## src/design/csmd_pkg.sv

```systemverilog
// Shared types, constants and state codes for the capsule segment distance unit.
package csmd_pkg;

  localparam int SEGMENTS = 16;
  localparam int SEG_AW   = (SEGMENTS > 1) ? $clog2(SEGMENTS) : 1;
  localparam int CNT_W    = $clog2(SEGMENTS + 1);

  localparam int COORD_W  = 24;
  localparam int THICK_W  = 23;
  localparam int SCNT_W   = 5;
  localparam int DIST_W   = 28;
  localparam int MUL_W    = 27;
  localparam int PROD_W   = 2 * MUL_W;

  // Item opcodes
  localparam logic [1:0] OP_LOAD_START = 2'd0;
  localparam logic [1:0] OP_LOAD_END   = 2'd1;
  localparam logic [1:0] OP_QUERY      = 2'd2;
  localparam logic [1:0] OP_RESERVED   = 2'd3;

  // Register indexes
  localparam logic [1:0] CFG_THICKNESS = 2'd0;
  localparam logic [1:0] CFG_SEG_COUNT = 2'd1;

  localparam logic [THICK_W-1:0] THICK_RESET = 23'd2458;
  localparam logic signed [DIST_W-1:0] DIST_MAX = 28'sd8388607;
  localparam logic signed [DIST_W-1:0] DIST_MIN = -28'sd8388608;

  typedef struct packed {
    logic [1:0]                 opcode;
    logic [3:0]                 slot;
    logic signed [COORD_W-1:0]  coord_x;
    logic signed [COORD_W-1:0]  coord_y;
    logic signed [COORD_W-1:0]  coord_z;
  } in_item_t;

  typedef struct packed {
    logic signed [COORD_W-1:0]  min_distance;
    logic [3:0]                 nearest_slot;
    logic                       found;
  } out_item_t;

  typedef struct packed {
    logic signed [COORD_W-1:0]  x;
    logic signed [COORD_W-1:0]  y;
    logic signed [COORD_W-1:0]  z;
  } point_t;

  typedef enum logic [2:0] {
    C_IDLE, C_READ, C_START, C_CALC, C_FIN
  } ctl_state_t;

  typedef enum logic [2:0] {
    D_IDLE, D_DOT, D_DEC, D_DIV, D_SCALE, D_SQ, D_SQRT, D_DONE
  } dist_state_t;

endpackage

```

## src/design/csmd_dist.sv

```systemverilog
// Multi-cycle point to segment distance unit around one shared multiplier.
module csmd_dist import csmd_pkg::*; (
  input  logic                     clk,
  input  logic                     rst,
  input  logic                     start,
  input  point_t                   pt,
  input  point_t                   seg_s,
  input  point_t                   seg_e,
  input  logic [THICK_W-1:0]       thick,
  output logic                     done,
  output logic signed [DIST_W-1:0] seg_dist
);

  dist_state_t state, state_next;
  logic [4:0] cnt;

  logic signed [24:0] d [3];
  logic signed [24:0] w [3];
  logic signed [26:0] diff [3];
  logic signed [PROD_W-1:0] dot;
  logic [PROD_W-1:0] len2;
  logic [PROD_W-1:0] rem;
  logic [PROD_W-1:0] sum;
  logic [PROD_W-1:0] res;
  logic [PROD_W-1:0] sbit;
  logic [16:0] t;
  logic signed [PROD_W-1:0] prod;

  logic signed [MUL_W-1:0] ma, mb;
  logic [2:0] lane3;
  logic [1:0] lane, plane;
  logic [2:0] pk;
  logic signed [MUL_W-1:0] dl, wl, absd;
  logic [PROD_W-1:0] rem_sh, rb;
  logic [24:0] q;
  logic signed [26:0] qs;

  // Pick lanes for the current and the previous multiply
  always_comb begin
    lane3 = (cnt[2:0] >= 3'd3) ? (cnt[2:0] - 3'd3) : cnt[2:0];
    lane  = lane3[1:0];
    pk    = cnt[2:0] - 3'd1;
    plane = (pk >= 3'd3) ? 2'(pk - 3'd3) : pk[1:0];
  end

  // Select multiplier operands
  always_comb begin
    dl   = MUL_W'(d[lane]);
    wl   = MUL_W'(w[lane]);
    absd = dl[MUL_W-1] ? -dl : dl;
    ma   = dl;
    mb   = dl;
    case (state)
      D_DOT: begin
        ma = (cnt[2:0] < 3'd3) ? wl : dl;
        mb = dl;
      end
      D_SCALE: begin
        ma = $signed({10'd0, t});
        mb = absd;
      end
      D_SQ: begin
        ma = MUL_W'(diff[lane]);
        mb = MUL_W'(diff[lane]);
      end
      default: begin
        ma = dl;
        mb = dl;
      end
    endcase
  end

  // Divider and root steps, rounding of the scaled offset
  always_comb begin
    rem_sh = rem << 1;
    rb     = res + sbit;
    q      = 25'((prod + PROD_W'(32768)) >>> 16);
    qs     = d[plane][24] ? -$signed({2'b00, q}) : $signed({2'b00, q});
  end

  // Next state
  always_comb begin
    state_next = state;
    unique case (state)
      D_IDLE:  if (start) state_next = D_DOT;
      D_DOT:   if (cnt == 5'd6) state_next = D_DEC;
      D_DEC: begin
        if (len2 == '0 || dot <= 0 || $unsigned(dot) >= len2) state_next = D_SCALE;
        else state_next = D_DIV;
      end
      D_DIV:   if (cnt == 5'd15) state_next = D_SCALE;
      D_SCALE: if (cnt == 5'd3) state_next = D_SQ;
      D_SQ:    if (cnt == 5'd3) state_next = D_SQRT;
      D_SQRT:  if (cnt == 5'd26) state_next = D_DONE;
      D_DONE:  state_next = D_IDLE;
      default: state_next = D_IDLE;
    endcase
  end

  // Outputs
  always_comb begin
    done     = (state == D_DONE);
    seg_dist = $signed({1'b0, res[26:0]}) - $signed({5'd0, thick});
  end

  always_ff @(posedge clk) begin
    if (rst) begin
      state <= D_IDLE;
      cnt   <= '0;
    end else begin
      state <= state_next;
      cnt   <= (state_next != state) ? 5'd0 : cnt + 5'd1;
    end
  end

  // Datapath registers
  always_ff @(posedge clk) begin
    prod <= ma * mb;
    case (state)
      D_IDLE: begin
        // latch differences of the segment and the point
        d[0] <= 25'(seg_e.x) - 25'(seg_s.x);
        d[1] <= 25'(seg_e.y) - 25'(seg_s.y);
        d[2] <= 25'(seg_e.z) - 25'(seg_s.z);
        w[0] <= 25'(pt.x) - 25'(seg_s.x);
        w[1] <= 25'(pt.y) - 25'(seg_s.y);
        w[2] <= 25'(pt.z) - 25'(seg_s.z);
        dot  <= '0;
        len2 <= '0;
      end
      D_DOT: begin
        // accumulate the product from the previous cycle
        if (cnt != 5'd0) begin
          if (pk < 3'd3) dot <= dot + prod;
          else len2 <= len2 + $unsigned(prod);
        end
      end
      D_DEC: begin
        sum <= '0;
        rem <= $unsigned(dot);
        if (len2 == '0 || dot <= 0) t <= 17'd0;
        else if ($unsigned(dot) >= len2) t <= 17'd65536;
        else t <= 17'd0;
      end
      D_DIV: begin
        // restoring division, one quotient bit per cycle
        if (rem_sh >= len2) begin
          rem <= rem_sh - len2;
          t   <= {t[15:0], 1'b1};
        end else begin
          rem <= rem_sh;
          t   <= {t[15:0], 1'b0};
        end
      end
      D_SCALE: begin
        if (cnt != 5'd0) diff[plane] <= 27'(w[plane]) - qs;
      end
      D_SQ: begin
        if (cnt != 5'd0) sum <= sum + $unsigned(prod);
        res  <= '0;
        sbit <= PROD_W'(1) << 52;
      end
      D_SQRT: begin
        // integer square root, one result bit per cycle
        if (sum >= rb) begin
          sum <= sum - rb;
          res <= (res >> 1) + sbit;
        end else begin
          res <= res >> 1;
        end
        sbit <= sbit >> 2;
      end
      default: begin
      end
    endcase
  end

endmodule
```

## config.mk

```make
export PLATFORM = sky130hd
export DESIGN_NAME = csmd_dist
export DESIGN_NICKNAME = d
export VERILOG_FILES = /design/src/design/csmd_pkg.sv /design/src/design/csmd_dist.sv
export SDC_FILE = /design/constraint.sdc
export NUM_CORES = 2
export LEC_CHECK = 0
export ABC_AREA = 1
export BUFFER_PORTS_ARGS = -buffer_cell sky130_fd_sc_hd__buf_2
export CORE_AREA = 2 2 499 501
export CTS_CLUSTER_DIAMETER = 100
export DETAILED_ROUTE_END_ITERATION = 10
export DIE_AREA = 0 0 501 503
export HOLD_SLACK_MARGIN = 0.02
export PLACE_DENSITY = 0.53
export SLEW_MARGIN = 10
export SYNTH_ARGS = -nofsm -noshare
export SYNTH_HDL_FRONTEND = slang
export SYNTH_SLANG_ARGS = --single-unit
```

## constraint.sdc

```tcl
create_clock -name clk -period 14.3 [get_ports clk]
set_clock_uncertainty 0.2 [all_clocks]
set_input_delay 2.145 -clock clk [delete_from_list [all_inputs] [get_ports clk]]
set_output_delay 2.145 -clock clk [all_outputs]
set_load 0.005 [all_outputs]
```

==> impl_metrics.json <==
{
  "cts_made_buffers": 78,
  "grt_use_total_pct": 28.1,
  "clk-insertion-delay-late_ns": 0.72,
  "setup_tns_ns": 0,
  "synth_nets": 13120,
  "ys_warn_count": 0,
  "placed_cell_area_mm2": 0.0906,
  "yosysUniqueCellTypes": 76,
  "cp.arrival_ns": 12.02,
  "gp_congestion": 1.03,
  "yosysSeqAreaShare_pct": 20.5,
  "grt-ovfl-total": 0,
  "grt_max_degree": 105,
  "final_hold_viol_count": 0,
  "drt_iter0_markers": 7401,
  "fp-row-count": 183,
  "wl_um": 361000,
  "crit_path_max_fanout": 38,
  "stdcell_area_mm2": 0.0931,
  "synth_seq_cells": 606,
  "drc": 0,
  "fin_crit_sh_pct": 81.2,
  "final_cell_mix": "2144 x nand2_1, 2034 x inv_1, 1102 x nor2_1",
  "path_clk_slew_ns": 0.06,
  "clk_path_buf_depth": 3,
  "end_kind": "flop",
  "synth_area_per_cell_um2": 7.55,
  "ctsHoldBuffers": 0,
  "avgRoutedWirePerCell_um": 24.3,
  "synth_area_mm2": 0.0858,
  "crit_top_cell": "inv_1",
  "cts_root_buf": "clkbuf_16",
  "cp.required_ns": 14.70,
  "ant_nets": 0,
  "max_stage_delay_ns": 0.93,
  "h-tree-depth": 3,
  "die_width_um": 501,
  "viasPerCell": 5.41,
  "worst_slew_pin_slew_ns": 1.24,
  "async_reset_ff_share_pct": 0,
  "postCtsSetupBuffers": 0,
  "vias": 80475,
  "dieArea_mm2": 0.252,
  "min_period_ns": 11.62,
  "path_class": "reg -> reg",
  "rsz0062_at_grt": "no",
  "grt_pass1_vias": 80160,
  "drive_above_1_share_pct": 6.06,
  "area.growth.synth_to_final_pct": 8.56,
  "slew-limit-headroom_pct": 17.1,
  "outcome": "finished clean",
  "grt_first_pass_wirelength_um": 527000,
  "min_path_type": "reg -> reg",
  "start_util_pct": 34.7,
  "finalSetupViolCount": 0,
  "crit_path_top_delay_cell": "inv_1",
  "core_mm2": 0.247,
  "port_buffers": 270,
  "first_pass_iters": 6,
  "chipHeight_um": 503,
  "hpwl_um": 298000,
  "cts_tree": "built",
  "cts_resized": 0,
  "final_common_cell": "nand2_1",
  "clock-sinks": 606,
  "drv_slew": 0,
  "syn_inst": 11367,
  "synth_edf_count": 544,
  "antenna_found_initial": 20,
  "startpoint_type": "flop",
  "nNetsFinal": 13307,
  "max_freq_mhz": 86.1,
  "synth-main-ff-cell": "edfxtp_1",
  "io_pins": 271,
  "cap_violations": 0
}
==> kinds of logic after synthesis <==
logic type               share of synthesized area (%)
adder cells (fa/ha/maj)                           28.8
AO/OA/AOI/OAI                                     14.3
AND/OR/NAND/NOR                                   21.2
buffers and inverters                             10.8
XOR/XNOR                                          4.46
flip-flops                                        20.5
==> routing by layer <==
layer	up-vias	routed length (um)	track usage (%)
li1	37413	-	-
met1	38961	154000	37.0
met2	3347	160000	44.9
met3	752	24700	4.13
met4	2	21700	14.1
met5	-	13	0
==> layout make-up <==
type                       count  area, um2
sequential                   606      17600
fill                       25921     154000
tap                         3237       4050
multi-input combinational   8429      59100
clock buffer                  96       2090
antenna                       16       40.0
timing repair buffer         360       2040
inverter                    2079       7810
clock inverter                40        422
==> critical path, delay by kind of cell (launching register included) <==
family	cells	cell delay (ns)
adder cells (fa/ha/maj)	11	4.87
buffers and inverters	9	1.64
flip-flops	1	0.40
AND/OR/NAND/NOR	15	3.33
XOR/XNOR	1	0.14
AO/OA/AOI/OAI	4	0.93
==> stage by stage <==
step / hold WS, ns / instances / setup WS [ns] / util [%]
4_1_cts: 0.369 / 14847 / 2.91 / 37.7
3_5_place_dp: 0.352 / 14711 / 2.95 / 36.7
5_1_grt: 0.404 / 14858 / 2.09 / 37.7
3_3_place_gp: 0.347 / 14711 / 3.07 / 36.7
6_report: 0.357 / 14863 / 2.68 / 37.7
2_1_floorplan: 0.328 / 11367 / 4.00 / -
==> path summary, 6_finish.rpt <==
check | from | to | slack, ns | depth (start not counted)
worst max-delay path | cnt[0] | prod[42] | 2.68 | 40
worst min-delay path | t[2] | t[3] | 0.36 | 2
worst max register to register | cnt[0] | prod[42] | 2.68 | 40
worst min register to register | t[2] | t[3] | 0.36 | 2
==> synthesized netlist by cell type (all sizes together), types with 45 or more instances <==
cell,n,area [um2]
xnor2,157,1380
inv,2077,7800
o211ai,90,686
nand2,2175,8240
o22ai,48,300
o21a,66,499
nor3,90,462
edfxtp,544,16300
o21bai,62,465
buf,163,1070
a21boi,46,345
a21oi,868,4350
ha,737,9220
xor2,280,2450
clkbuf,90,338
nor2,1170,4640
o21ai,741,3770
dfxtp,62,1240
nor4,68,425
nand3,650,3340
nand4,67,432
or2,45,282
a31oi,81,507
fa,774,15500
a21o,79,593
==> state kept, by name, summed over array words and instances (netlist names), 17 cells and up <==
register	count
diff	81
d	75
w	75
dot	54
len2	54
prod	54
res	54
sum	54
rem	53
sbit	27
t	17
Power is left out: the tool's default activity adds up to more than one toggle a clock period on the data nets, which glitch-free logic cannot reach.
